===== src/wcf_pkg.sv =====
// shared constants and codes for the weighted concordance fraction block
`timescale 1ns / 1ps
package wcf_pkg;
    localparam int MAX_OBS_DEF = 64;
    localparam int GRP_W       = 32;
    localparam int WGT_W       = 24;
    localparam int TOL_W       = 31;
    localparam int CNT_CFG_W   = 7;
    localparam int IDX_W       = 6;
    localparam int FRAC_W      = 17;
    localparam int FRAC_SH     = 16;
    localparam int IN_DATA_W   = 72;
    localparam int OUT_DATA_W  = 56;
    localparam int FUNC_W      = 2;
    localparam int CODE_W      = 2;

    typedef enum logic [FUNC_W-1:0] {
        FUNC_LOAD_OBS  = 2'd0,
        FUNC_LOAD_CODE = 2'd1,
        FUNC_QUERY     = 2'd2,
        FUNC_NONE      = 2'd3
    } t_func;

    localparam logic [CODE_W-1:0] CODE_DISC = 2'd0;
    localparam logic [CODE_W-1:0] CODE_TIED = 2'd1;
    localparam logic [CODE_W-1:0] CODE_CONC = 2'd2;
    localparam logic [CODE_W-1:0] CODE_INV  = 2'd3;

    localparam logic REG_OBS_COUNT = 1'b0;
    localparam logic REG_TOLERANCE = 1'b1;
endpackage


===== src/wcf_div.sv =====
// rounded share divider, one quotient bit per cycle
`timescale 1ns / 1ps
module wcf_div #(
    parameter int SW = 31
) (
    input  logic                       i_clk,
    input  logic                       i_rst_n,
    input  logic                       i_start,
    input  logic [SW-1:0]              i_part,
    input  logic [SW-1:0]              i_total,
    output logic                       o_done,
    output logic [wcf_pkg::FRAC_W-1:0] o_quot
);
    localparam int QW = wcf_pkg::FRAC_W;
    localparam int NW = SW + QW;
    localparam int CW = $clog2(QW + 1);

    logic [NW-1:0] w_num;
    logic [SW:0]   w_trial;
    logic          w_ge;
    logic [SW-1:0] r_rem, r_den;
    logic [QW-1:0] r_low;
    logic [CW-1:0] r_cnt;
    logic          r_busy;

    assign w_num   = {i_part, {wcf_pkg::FRAC_SH{1'b0}}} + NW'(i_total >> 1);
    assign w_trial = {r_rem, r_low[QW-1]};
    assign w_ge    = w_trial >= {1'b0, r_den};

    always_ff @(posedge i_clk) begin
        if (!i_rst_n) begin
            r_busy <= 1'b0;
            o_done <= 1'b0;
            r_cnt  <= '0;
        end else begin
            o_done <= r_busy && !i_start && (r_cnt == CW'(1));
            if (i_start) begin
                r_busy <= 1'b1;
                r_cnt  <= CW'(QW);
                r_rem  <= w_num[NW-1:QW];
                r_low  <= w_num[QW-1:0];
                r_den  <= i_total;
            end else if (r_busy) begin
                r_rem  <= w_ge ? SW'(w_trial - {1'b0, r_den}) : SW'(w_trial);
                o_quot <= {o_quot[QW-2:0], w_ge};
                r_low  <= {r_low[QW-2:0], 1'b0};
                r_cnt  <= r_cnt - 1'b1;
                if (r_cnt == CW'(1)) begin
                    r_busy <= 1'b0;
                end
            end
        end
    end
endmodule


===== config.mk =====
export PLATFORM = sky130hd
export DESIGN_NAME = wcf_div
export DESIGN_NICKNAME = d
export VERILOG_FILES = /design/src/wcf_pkg.sv /design/src/wcf_div.sv
export SDC_FILE = /design/constraint.sdc
export NUM_CORES = 1
export LEC_CHECK = 0
export BUFFER_PORTS_ARGS = -buffer_cell sky130_fd_sc_hd__buf_2
export CAP_MARGIN = 20
export CORE_ASPECT_RATIO = 1.4
export CORE_MARGIN = 1
export CORE_UTILIZATION = 40
export CTS_CLUSTER_DIAMETER = 150
export DETAILED_ROUTE_END_ITERATION = 12
export PLACE_DENSITY = 0.64
export RECOVER_POWER = 25
export SYNTH_ARGS = -nofsm -noshare
export SYNTH_HDL_FRONTEND = slang
export SYNTH_SLANG_ARGS = --single-unit

===== constraint.sdc =====
create_clock -name i_clk -period 7 [get_ports i_clk]
set_input_delay 0.35 -clock i_clk [delete_from_list [all_inputs] [get_ports i_clk]]
set_output_delay 0.35 -clock i_clk [all_outputs]
set_load 0.01 [all_outputs]

Word level (Yosys, flattened, before mapping)
Cells that the tools add are included.
W data, S select, Z words.
{ "totals": {"reg_bits": 103, "latchBits": 0, "mem_bits_rw": 0, "rom_bits": 0, "out_inout_bits": 18, "word_cells": 33, "n_memories": 0} }
{ "classes": {"addsub": 3, "multipliers": 0, "div_mod_pow": 0, "n_lt_le_gt_ge": 1, "eq_ne": 1, "n_shift": 0, "mux": 10, "bitwise_logic": 2, "reduce_logical": 8} }
{ "ops": {"columns": ["cell", "count"], "rows": [
  ["$mux W31", 3],
  ["$add A47 B30 Y48", 1],
  ["$mux W17", 2],
  ["$ge A32 B31 Y1", 1],
  ["$sub A31 B31 Y31", 1],
  ["$mux W5", 2],
  ["$eq A5 B1 Y1 const B", 1],
  ["$sub A5 B1 Y5 const B", 1],
  ["$reduce_and A2 Y1", 2],
  ["$mux W1", 3],
  ["$reduce_and A3 Y1", 1],
  ["$logic_and A1 B1 Y1", 2],
  ["$not A1 Y1", 2],
  ["$reduce_bool A2 Y1", 1],
  ["$reduce_or A2 Y1", 1],
  ["$logic_not A1 Y1", 1]
]} }

Longest topological paths before layout
{ "logic_depth": {"ltp_word": 4, "ltp_mapped": 13, "ltp_nobuf": 12} }

Worst setup path after synthesis
OpenSTA, ideal clock, no wires.
{ "synth_path": {"path_kind": "register to register", "start": "register r_den[0]", "end": "register r_rem[2], data pin", "setup_ps": 271, "t_arrival_ps": 2672, "slack_ps": 4057, "path_stages_with_launch": 13, "period_less_slack_ps": 2943, "cell_sequence": "edfxtp_1 ha_1 fa_1 nor2b_4 o31a_4 o21ai_4 o31ai_4 or4b_1 nand3_2 o21ai_4 buf_4 mux2i_1 a21oi_1"} }
{ "synth_between": {"elab_chain_len": 4} }
{ "synth_lines": {"columns": ["item", "line_no", "rtl"], "rows": [
  ["start, declared", "wcf_div.sv:21", "logic [SW-1:0] r_rem, r_den;"],
  ["start signal, assigned", "wcf_div.sv:42", "r_den <= i_total;"],
  ["$sub A31 B31 Y31 or $ge A32 B31 Y1 (tied branches)", "wcf_div.sv:44, wcf_div.sv:28", null],
  ["$mux W31 *", "wcf_div.sv:44", "r_rem <= w_ge ? SW'(w_trial - {1'b0, r_den}) : SW'(w_trial);"],
  ["$mux W31 *", "wcf_div.sv:43", "end else if (r_busy) begin"],
  ["$mux W31 *", "wcf_div.sv:37", "if (i_start) begin"],
  ["end signal, assigned", "wcf_div.sv:40", "r_rem <= w_num[NW-1:QW];"],
  ["end signal, assigned", "wcf_div.sv:44", null],
  ["end, declared", "wcf_div.sv:21", null]
]} }
Every way passes the cells marked *; elsewhere a longest branch is shown, timed or not. The select of a mux whose other input is x is not followed.
A chain may end at the register's enable or synchronous reset.

Worst setup path after layout
{ "layout_path": {"start": "input port i_start", "end": "register r_rem[12], data pin"} }
{ "layout_between": {"elab_chain_len": 1} }
{ "layout_lines": {"columns": ["item", "line_no", "rtl"], "rows": [
  ["start, declared", "wcf_div.sv:8", "input logic i_start,"],
  ["$mux W31", "wcf_div.sv:37", null]
]} }
Every way passes these cells.

==> qor.csv <==
metric,value,unit
status,finished with violations,
violations,"capacitance limit, slew limit",
drc_errors,0,
grt_max_degree,54,
grt_first_pass_wirelength,25760,microns
cp-end-kind,register,
cp_top_family,buffers and inverters,
fp-row-count,56,
ioPinCount,83,
totalWireLength,16340,microns
period_share,0.6429,
clockBufferDepth,2,
tightestPinTransition,2.898,ns
arrival,4.67,ns
ys_seq_area_frac,0.4390,
nNetsFinal,848,
fin_crit,4.500,ns
avgRoutedWirePerCell,17.35,microns
switchingPower,592.0,uW
drt-initial-drc-count,200,
fp.dieH,157.3,microns
overflow,0,
powerDensity,234.0,mW/mm^2
rr_startpoint,r_den[0]$_DFFE_PP_,
slew_headroom,-0.9319,
core,0.01682,sq mm
numCtsBuffers,9,
rsz0062_at_grt,false,
cap_violations,1,
path_buf_inv,3,
setup_tns,0,ns
hold_viol,0,
setup_viol,0,
layout-drive-gt1-share,0.1597,
worstSetupPathType,input port to register,
crit_path_start,i_start,
dp_hpwl,12650,microns
synthCells,656,
p_int,1224,uW
clock-root-buffer,clkbuf_16,
min_path_type,input port to register,
place_congestion,0.9015,
post_cts_buffers,0,
die_x,112.9,microns
dr_total_vias,5251,
ys.flop_type,edfxtp_1,
cts_tree,built,
max_freq,0.2222,GHz
htree_levels,3,
firstDrtPassIters,4,
syn_to_final_growth,12.66,%
yosys_warnings,0,
antenna_found_initial,0,
ys_types,62,
port_buffers,82,
crit_slowest_cell,clkbuf_1,
track_usage,0.1896,
clock-sinks,103,
cts_resized,0,
cp-start-kind,input port,
via_per_inst,5.574,
cp_max_fo,53,
hp-start,i_total[0],
path_cells,buf_2 -> clkbuf_1 -> inv_1 -> or3_1 -> o21ai_1,
async_reset_ff_frac,0,
start_util,0.4095,
utilization,0.4614,
postCtsHoldBufs,0,
antenna_left,0,
finClkSkew,0.01233,ns
combPwrFrac,0.309,
max_stage_delay,2.02,ns
sw_frac_of_total,0.3260,
synth_edf_count,96,
clock_latency,0.36,ns
clk_pin_slew,0.08,ns
netlist_area,0.006887,sq mm
avgSynthCellArea,10.50,sq um
p_seq_frac,0.419,
grt_pass1_vias,5276,
synth.net_count,770,
ir_drop,0.1077,mV
n_antenna_cell,0,
final_max_slew_viol_count,54,
leakage,0.003218,uW
clkPwrFrac,0.272,
dieArea,0.01775,sq mm
critPathRequiredTime,7.17,ns
synth_seq_cells,103,
==> cell type report <==
type / count / area, sq um
clock buffer: 9 / 225.2
clock inverter: 7 / 66.31
fill: 1583 / 9057
inverter: 45 / 168.9
multi-input combinational: 488 / 3601
sequential: 103 / 3023
tap: 203 / 254.0
timing repair buffer: 87 / 420.4
==> per-layer routing <==
layer  GRT usage  wire [microns]
met1      0.2023            6768
met2      0.3430            8318
met3     0.03581             505
met4      0.1216             747
met5           0               0
==> layout by cell type, fill, tap and decap left out, drive strengths merged, types with 37 or more instances in the layout <==
master  synthesis  routed
a21oi          44      44
buf             4      67
edfxtp         96      96
ha             47      47
inv            45      48
mux2i          41      41
nand2          47      47
nor2           41      41
o21ai          37      37
==> state kept, by name, summed over array words and instances, names as in the netlist <==
register	flops
o_done	1
o_quot	17
r_busy	1
r_cnt	5
r_rem	31
r_low	17
r_den	31
==> synthesized netlist by cell type, drive strengths merged, types with 5 or more instances <==
master / number / area, sq um
o21a: 11 / 82.58
mux2: 18 / 202.7
xnor2: 29 / 254.0
clkbuf: 16 / 60.06
nand3: 26 / 135.1
nor3: 7 / 35.03
nand2: 47 / 176.4
a211oi: 6 / 50.05
a21oi: 44 / 220.2
mux2i: 41 / 410.4
edfxtp: 96 / 2883
o21ai: 37 / 207.7
inv: 45 / 168.9
a21o: 13 / 97.59
nand4: 9 / 62.56
ha: 47 / 588.1
nor2: 41 / 153.9
dfxtp: 7 / 140.1
a31oi: 7 / 43.79
xor2: 24 / 210.2
o21bai: 5 / 37.54
and3: 12 / 75.07
and2: 9 / 56.30
==> cells by family (layout without fill, tap and decap cells) <==
logic type | Yosys count | count (layout) | synth area share
flip-flops | 103 | 103 | 0.4390
AND/OR/NAND/NOR | 172 | 172 | 0.1239
buffers and inverters | 65 | 148 | 0.03834
AO/OA/AOI/OAI | 155 | 155 | 0.1512
XOR/XNOR | 53 | 53 | 0.06740
multiplexers | 59 | 59 | 0.08903
adder cells (fa/ha/maj) | 49 | 49 | 0.09121
==> per-stage QoR <==
step	cell area, sq um	total power, uW	instances	hold WS [ns]	worst slack (ns)
floorplan	6887	1193	656	0.4489	4.057
global placement	7495	1320	926	0.4310	3.312
detailed placement	7495	1334	926	0.4285	3.215
CTS	7786	1831	942	0.1523	3.202
global route	7759	1912	942	0.1498	2.040
finish	7759	1816	942	0.1619	2.500
==> final timing paths <==
kind | to | slack (ns) | depth (start not counted)
worst min register to register | o_quot[15]$_DFFE_PP_ | 0.45 | 0
worst max register to register | r_rem[29]$_DFFE_PP_ | 3.22 | 12
worst min-delay path | r_den[0]$_DFFE_PP_ | 0.16 | 1
worst max-delay path | r_rem[12]$_DFFE_PP_ | 2.50 | 5
==> power groups by stage <==
stage	combinational (uW)	clock, uW	sequential [uW]
finish	561	494	761
global route	620	525	766
CTS	562	507	761
detailed placement	559	0	775
global placement	547	0	774
floorplan	427	0	766
==> worst register-to-register path: stages (launching register included) <==
cell,delay (ns)
edfxtp_1,0.37
ha_1,0.23
fa_1,0.44
nor2b_4,0.14
o31a_4,0.17
o21ai_4,0.09
o31ai_4,0.39
or4b_1,0.19
nand3_2,0.09
o21ai_4,0.47
buf_4,0.44
or3b_1,0.39
o311a_1,0.11
Note: power is estimated with default switching activity, not from simulation.
